`src/design/glc_pkg.sv`:
```
// ----------------------------------------------------------------------------
// glc_pkg: shared types and constants of the generation checked LRU cache
// Request, status and scan codes, configuration layout and the command and
// status bundles between the controller and the datapath.
// ----------------------------------------------------------------------------
package glc_pkg;

  localparam int unsigned KINDS     = 3;
  localparam int unsigned KIND_W    = 2;
  localparam int unsigned REQ_W     = 2;
  localparam int unsigned LOD_W     = 4;
  localparam int unsigned GEN_W     = 32;
  localparam int unsigned HANDLE_W  = 16;
  localparam int unsigned DIGEST_W  = 32;
  localparam int unsigned BYTE_W    = 32;
  localparam int unsigned LU_W      = 64;
  localparam int unsigned ELIM_W    = 7;
  localparam int unsigned STATUS_W  = 4;
  localparam int unsigned CFG_IDX_W = 3;
  localparam int unsigned CFG_DAT_W = 32;

  localparam logic [KIND_W-1:0] KIND_NONE = 2'd3;

  localparam logic [ELIM_W-1:0] ENTRY_LIMIT_RST = 7'd64;
  localparam logic [BYTE_W-1:0] BYTE_LIMIT_RST  = 32'd1048576;

  localparam logic [CFG_IDX_W-1:0] CFG_MESH_ENTRY   = 3'd0;
  localparam logic [CFG_IDX_W-1:0] CFG_MESH_BYTES   = 3'd1;
  localparam logic [CFG_IDX_W-1:0] CFG_RENDER_ENTRY = 3'd2;
  localparam logic [CFG_IDX_W-1:0] CFG_RENDER_BYTES = 3'd3;
  localparam logic [CFG_IDX_W-1:0] CFG_COLL_ENTRY   = 3'd4;
  localparam logic [CFG_IDX_W-1:0] CFG_COLL_BYTES   = 3'd5;

  typedef enum logic [REQ_W-1:0] {
    REQ_INSERT = 2'd0,
    REQ_LOOKUP = 2'd1,
    REQ_ERASE  = 2'd2,
    REQ_CLEAR  = 2'd3
  } req_e;

  typedef enum logic [STATUS_W-1:0] {
    RS_OK              = 4'd0,
    RS_BAD_CONFIG      = 4'd1,
    RS_BAD_INPUT       = 4'd2,
    RS_STALE           = 4'd3,
    RS_BAD_PAYLOAD     = 4'd4,
    RS_TOO_LARGE_MESH  = 4'd5,
    RS_TOO_LARGE_REND  = 4'd6,
    RS_TOO_LARGE_COLL  = 4'd7,
    RS_CONFLICT        = 4'd8
  } status_e;

  typedef enum logic [2:0] {
    SC_NONE,
    SC_IDENT,
    SC_DROPKEY,
    SC_ERASE,
    SC_VICTIM,
    SC_MINUSE,
    SC_RENORM,
    SC_FREE
  } scan_e;

  typedef enum logic [4:0] {
    CS_IDLE,
    CS_DISPATCH,
    CS_IDENT,
    CS_IDENT_CHK,
    CS_DROPKEY,
    CS_NU,
    CS_MINUSE,
    CS_RNCALC,
    CS_RENORM,
    CS_APPLY,
    CS_INC,
    CS_TOUCH,
    CS_REFRESH,
    CS_FULLCHK,
    CS_FULLVICT,
    CS_FULLDROP,
    CS_FREE,
    CS_PLACE,
    CS_EVCHK,
    CS_EVVICT,
    CS_EVDROP,
    CS_ERASE,
    CS_RESULT
  } ctrl_state_e;

  typedef struct packed {
    logic [KINDS-1:0][ELIM_W-1:0] entry_limit;
    logic [KINDS-1:0][BYTE_W-1:0] byte_limit;
  } cfg_t;

  typedef struct packed {
    logic  capture;
    scan_e scan;
    logic  latch_pre;
    logic  set_bad_input;
    logic  set_conflict;
    logic  clear;
    logic  drop_sel;
    logic  use_zero;
    logic  calc_off;
    logic  apply_off;
    logic  use_inc;
    logic  touch;
    logic  refresh;
    logic  place;
    logic  out_load;
  } cmd_t;

  typedef struct packed {
    req_e req;
    logic kind_bad;
    logic pre_ok;
    logic scan_done;
    logic hit;
    logic digest_eq;
    logic use_max;
    logic sel;
    logic full;
    logic over;
    logic out_free;
  } sts_t;

endpackage

```
`src/design/glc_ctrl.sv`:
```
// ----------------------------------------------------------------------------
// glc_ctrl: request sequencer
// Walks each request through its table scans and single-cycle updates.
// ----------------------------------------------------------------------------
module glc_ctrl (
  input  logic          clk_i,
  input  logic          rst_ni,
  input  logic          in_valid_i,
  output logic          in_stall_o,
  input  glc_pkg::sts_t sts_i,
  output glc_pkg::cmd_t cmd_o
);
  import glc_pkg::*;

  ctrl_state_e state_q, state_d;

  always_ff @(posedge clk_i or negedge rst_ni) begin
    if (!rst_ni) begin
      state_q <= CS_IDLE;
    end else begin
      state_q <= state_d;
    end
  end

  always_comb begin
    state_d    = state_q;
    cmd_o      = '0;
    cmd_o.scan = SC_NONE;
    in_stall_o = (state_q != CS_IDLE);
    case (state_q)
      CS_IDLE: begin
        if (in_valid_i) begin
          cmd_o.capture = 1'b1;
          state_d       = CS_DISPATCH;
        end
      end
      CS_DISPATCH: begin
        case (sts_i.req)
          REQ_INSERT: begin
            cmd_o.latch_pre = 1'b1;
            state_d = sts_i.pre_ok ? CS_IDENT : CS_RESULT;
          end
          REQ_LOOKUP: begin
            if (sts_i.kind_bad) begin
              cmd_o.set_bad_input = 1'b1;
              state_d = CS_RESULT;
            end else begin
              state_d = CS_IDENT;
            end
          end
          REQ_ERASE: state_d = CS_ERASE;
          REQ_CLEAR: begin
            cmd_o.clear = 1'b1;
            state_d     = CS_RESULT;
          end
          default: state_d = CS_RESULT;
        endcase
      end
      CS_IDENT: begin
        cmd_o.scan = SC_IDENT;
        if (sts_i.scan_done) state_d = CS_IDENT_CHK;
      end
      CS_IDENT_CHK: begin
        if (sts_i.req == REQ_LOOKUP) begin
          state_d = sts_i.hit ? CS_NU : CS_RESULT;
        end else if (sts_i.hit) begin
          if (sts_i.digest_eq) begin
            state_d = CS_NU;
          end else begin
            cmd_o.set_conflict = 1'b1;
            state_d = CS_RESULT;
          end
        end else begin
          state_d = CS_DROPKEY;
        end
      end
      CS_DROPKEY: begin
        cmd_o.scan = SC_DROPKEY;
        if (sts_i.scan_done) state_d = CS_NU;
      end
      CS_NU: state_d = sts_i.use_max ? CS_MINUSE : CS_INC;
      CS_MINUSE: begin
        cmd_o.scan = SC_MINUSE;
        if (sts_i.scan_done) state_d = CS_RNCALC;
      end
      CS_RNCALC: begin
        if (sts_i.sel) begin
          cmd_o.calc_off = 1'b1;
          state_d = CS_RENORM;
        end else begin
          cmd_o.use_zero = 1'b1;
          state_d = CS_INC;
        end
      end
      CS_RENORM: begin
        cmd_o.scan = SC_RENORM;
        if (sts_i.scan_done) state_d = CS_APPLY;
      end
      CS_APPLY: begin
        cmd_o.apply_off = 1'b1;
        state_d = CS_INC;
      end
      CS_INC: begin
        cmd_o.use_inc = 1'b1;
        if (sts_i.req == REQ_LOOKUP) begin
          state_d = CS_TOUCH;
        end else if (sts_i.hit) begin
          state_d = CS_REFRESH;
        end else begin
          state_d = CS_FULLCHK;
        end
      end
      CS_TOUCH: begin
        cmd_o.touch = 1'b1;
        state_d = CS_RESULT;
      end
      CS_REFRESH: begin
        cmd_o.refresh = 1'b1;
        state_d = CS_EVCHK;
      end
      CS_FULLCHK: state_d = sts_i.full ? CS_FULLVICT : CS_FREE;
      CS_FULLVICT: begin
        cmd_o.scan = SC_VICTIM;
        if (sts_i.scan_done) state_d = CS_FULLDROP;
      end
      CS_FULLDROP: begin
        cmd_o.drop_sel = sts_i.sel;
        state_d = CS_FREE;
      end
      CS_FREE: begin
        cmd_o.scan = SC_FREE;
        if (sts_i.scan_done) state_d = CS_PLACE;
      end
      CS_PLACE: begin
        if (sts_i.sel) begin
          cmd_o.place = 1'b1;
          state_d = CS_EVCHK;
        end else begin
          state_d = CS_RESULT;
        end
      end
      CS_EVCHK: state_d = sts_i.over ? CS_EVVICT : CS_RESULT;
      CS_EVVICT: begin
        cmd_o.scan = SC_VICTIM;
        if (sts_i.scan_done) state_d = CS_EVDROP;
      end
      CS_EVDROP: begin
        if (sts_i.sel) begin
          cmd_o.drop_sel = 1'b1;
          state_d = CS_EVCHK;
        end else begin
          state_d = CS_RESULT;
        end
      end
      CS_ERASE: begin
        cmd_o.scan = SC_ERASE;
        if (sts_i.scan_done) state_d = CS_RESULT;
      end
      CS_RESULT: begin
        if (sts_i.out_free) begin
          cmd_o.out_load = 1'b1;
          state_d = CS_IDLE;
        end
      end
      default: state_d = CS_IDLE;
    endcase
  end

endmodule

```
`config.mk`:
```
export PLATFORM = sky130hd
export DESIGN_NAME = glc_ctrl
export DESIGN_NICKNAME = d
export VERILOG_FILES = /design/src/design/glc_pkg.sv /design/src/design/glc_ctrl.sv
export SDC_FILE = /design/constraint.sdc
export NUM_CORES = 1
export LEC_CHECK = 0
export ABC_AREA = 0
export BUFFER_PORTS_ARGS = -buffer_cell sky130_fd_sc_hd__buf_4
export CORE_MARGIN = 8
export CORE_UTILIZATION = 35
export CTS_BUF_LIST = sky130_fd_sc_hd__clkbuf_16
export DETAILED_ROUTE_END_ITERATION = 10
export SYNTH_ARGS = -nofsm -noshare
export SYNTH_HDL_FRONTEND = slang
export SYNTH_SLANG_ARGS = --single-unit
```
`constraint.sdc`:
```
create_clock -name clk_i -period 1.8 [get_ports clk_i]
set_input_delay 0.27 -clock clk_i [delete_from_list [all_inputs] [get_ports clk_i]]
set_output_delay 0.27 -clock clk_i [all_outputs]
set_load 0.01 [all_outputs]
```
==> flow_summary.yaml <==
cells_and_area:
  fin_area_sq_mm: 0.00218
  top_register: "state_q"
  post-route-util_pct: 79.9
  final_cell_mix: "buf_4, buf_6, a21oi_1, nor2_1, inv_1"
  final_common_cell: "buf_4"
  fin_nets: 260
  layout-drive-gt1-share_pct: 66.4
  largest_register_ffs: 5
  fillers: 146
  top_regs: "state_q: 5 flops"
  stdcell_count: 275
  synthToLayoutAreaGrowth_pct: 117
  diodes: 0
setup_path:
  critical_path_required_ns: 1.53
  cp-startpoint: "state_q[0]$_DFFE_PN0P_"
  path_class: "register to primary output"
  r2r_end: "state_q[1]$_DFFE_PN0P_"
  endpoint_kind: "primary output"
  critPathMaxFanout: 9
  cp-start-kind: "register"
  worstPathArrival_ns: 1.72
  rr_startpoint: "state_q[4]$_DFFE_PN0P_"
  r2r_cells: 5
  r2r_setup_slack_ns: -0.15
status:
  violations: "negative setup slack"
  status: "finished with violations"
pwr:
  p_per_area_mw_per_mm2: 1950
  peakVddDrop_mv: 1.44
  leakage_nw: 1.04
  power_w: 0.00426
global_routing:
  grt_pass1_wl_um: 8330
  grt_max_degree: 12
  overflow: 0
  grt_util_all_layers_pct: 20.8
  antenna_found_initial: 0
  grt_pass1_vias: 1743
placement:
  dp_cells: 239
  port_buffers: 32
  placed_area_sq_mm: 0.00155
  dpl.hpwl_um: 3160
  gp_congestion: 0.883
sta:
  hold_violations: 0
  worst_pin_slew_ns: 0.481
  setup_violations: 18
  finalCritPeriodShare_pct: 111
  maxSlewViolCount: 0
  fin_skew_ns: 0.00711
  hold_slack_ns: 0.421
  max_freq_ghz: 0.502
  rsz0062_at_grt: "true"
  timing.final.crit_period_ns: 1.99
  fin_ws_ns: -0.191
  slew_headroom_pct: 67.7
routing:
  drc: 0
  wl_per_cell_um: 22.8
  ant_nets: 0
  routed_via_density: 6.29
  vias: 1731
  dr.pass1.iters: 4
  finalWirelength_um: 6260
  drt-initial-drc-count: 212
synthesis:
  async_reset_ff_share_pct: 100
  synth.distinct_cells: 56
  ys.flop_type: "dfrtp_1"
  netlist_instances: 141
  synth_seq_cells: 5
  syn_area_sq_mm: 0.00100
  synth-edff-count: 0
  yosysSeqAreaShare_pct: 12.5
  yosys_warnings: 0
  synthesis.nets: 156
  syn_avg_cell_area_sq_um: 7.13
hold_path:
  hold_path_class: "primary input to async pin"
floorplan:
  die_y_um: 69.6
  fp.coreArea_sq_mm: 0.00273
  rows: 19
  die_w_um: 69.6
  initial_core_util_pct: 36.8
  fp.dieArea_sq_mm: 0.00484
  ioPinCount: 33
job:
  drv_cap: 0
clocking:
  clk_pin_slew_ns: 0.04
  h-tree-depth: 1
  cts_buffers: 3
  root_buffer: "clkbuf_16"
  cts_tree: "built"
  clock_sinks: 5
  clock_latency_ns: 0.24
  clockBufferDepth: 2
layout make-up:
cell class                      instances  area (sq um)  share of cell area (%)
Sequential cell                         5           130                    5.96
Clock inverter                          1          3.75                   0.172
Multi-Input combinational cell        116           956                    43.8
Timing Repair Buffer                  111           945                    43.2
Tap cell                               31          38.8                    1.78
Inverter                                8          36.3                    1.66
Clock buffer                            3          75.1                    3.44
synthesized netlist by cell type (2+ instances only):
master	number	share of area [%]
clkbuf_2	2	1.0
nand3_1	2	1.0
dfrtp_1	5	12
a22oi_1	2	1.5
buf_6	2	2.2
nand4_1	3	1.9
nand2b_1	7	4.4
o21ai_0	8	4.0
a21oi_1	12	6.0
mux2i_1	4	4.0
nor2_1	19	7.1
clkbuf_8	2	2.7
inv_1	7	2.6
nand2_1	9	3.4
a311oi_1	2	1.7
or3b_1	2	1.7
nor3_1	5	2.5
and3b_1	2	1.7
nor2b_1	5	3.1
clkbuf_1	3	1.1
o32ai_1	2	1.7
or2b_1	2	1.5
metrics by stage:
step | setup WS (ns) | TNS, ns
global placement | -0.145 | -0.290
finish | -0.191 | -1.24
global route | -0.199 | -2.15
CTS | -0.0510 | -0.214
floorplan | 0.0250 | 0
detailed placement | -0.133 | -0.340
where the power goes:
group	switching (W)	internal [W]
Sequential	0.000108	0.000179
Combinational	0.00168	0.00191
Clock	0.0000929	0.000289
cells by family (layout without fill, tap and decap cells):
| group | after synthesis | count (layout) | share of synthesized area (%) |
|---|---|---|---|
| buffers and inverters | 20 | 123 | 12.1 |
| AO/OA/AOI/OAI | 43 | 43 | 31.1 |
| XOR/XNOR | 1 | 1 | 0.872 |
| AND/OR/NAND/NOR | 65 | 65 | 35.7 |
| multiplexers | 7 | 7 | 7.72 |
| flip-flops | 5 | 5 | 12.5 |
worst max-delay path: stages, from the launching register on:
cell and delay (ns):
dfrtp_1 0.40, buf_4 0.14, buf_8 0.13, nand2_4 0.06, nor2_4 0.14, buf_4 0.14
nand2_1 0.09, nor2_1 0.20, buf_4 0.18
worst max-delay path by stage:
stage / end / slack (ns) / cells after the start
floorplan: state_q[1]$_DFFE_PN0P_ / 0.03 / 6
global placement: state_q[1]$_DFFE_PN0P_ / -0.15 / 5
detailed placement: state_q[1]$_DFFE_PN0P_ / -0.13 / 5
CTS: cmd_o[14] / -0.05 / 7
global route: cmd_o[6] / -0.20 / 8
finish: cmd_o[6] / -0.19 / 8
metal layers:
| layer | share of wire [%] | wire, um | global-route usage [%] | vias to the layer above |
|---|---|---|---|---|
| li1 | - | - | - | 720 |
| met5 | 0 | 0 | 0 | - |
| met4 | 5.1 | 320 | 16.6 | 0 |
| met2 | 50 | 3110 | 35.9 | 129 |
| met3 | 8.9 | 559 | 4.86 | 37 |
| met1 | 36 | 2270 | 20.8 | 845 |
repair_timing:
| item | 4_1_cts | 5_1_grt |
|---|---|---|
| hold buffers | 1 | 0 |
| setup endpoints to repair | 20 | 20 |
| buffers inserted | 22 | 9 |
| resized for setup | 49 | 42 |
| pin swaps | 12 | 9 |
| hold endpoints to repair | 5 | 0 |
Power figures use the tool's default switching activity.
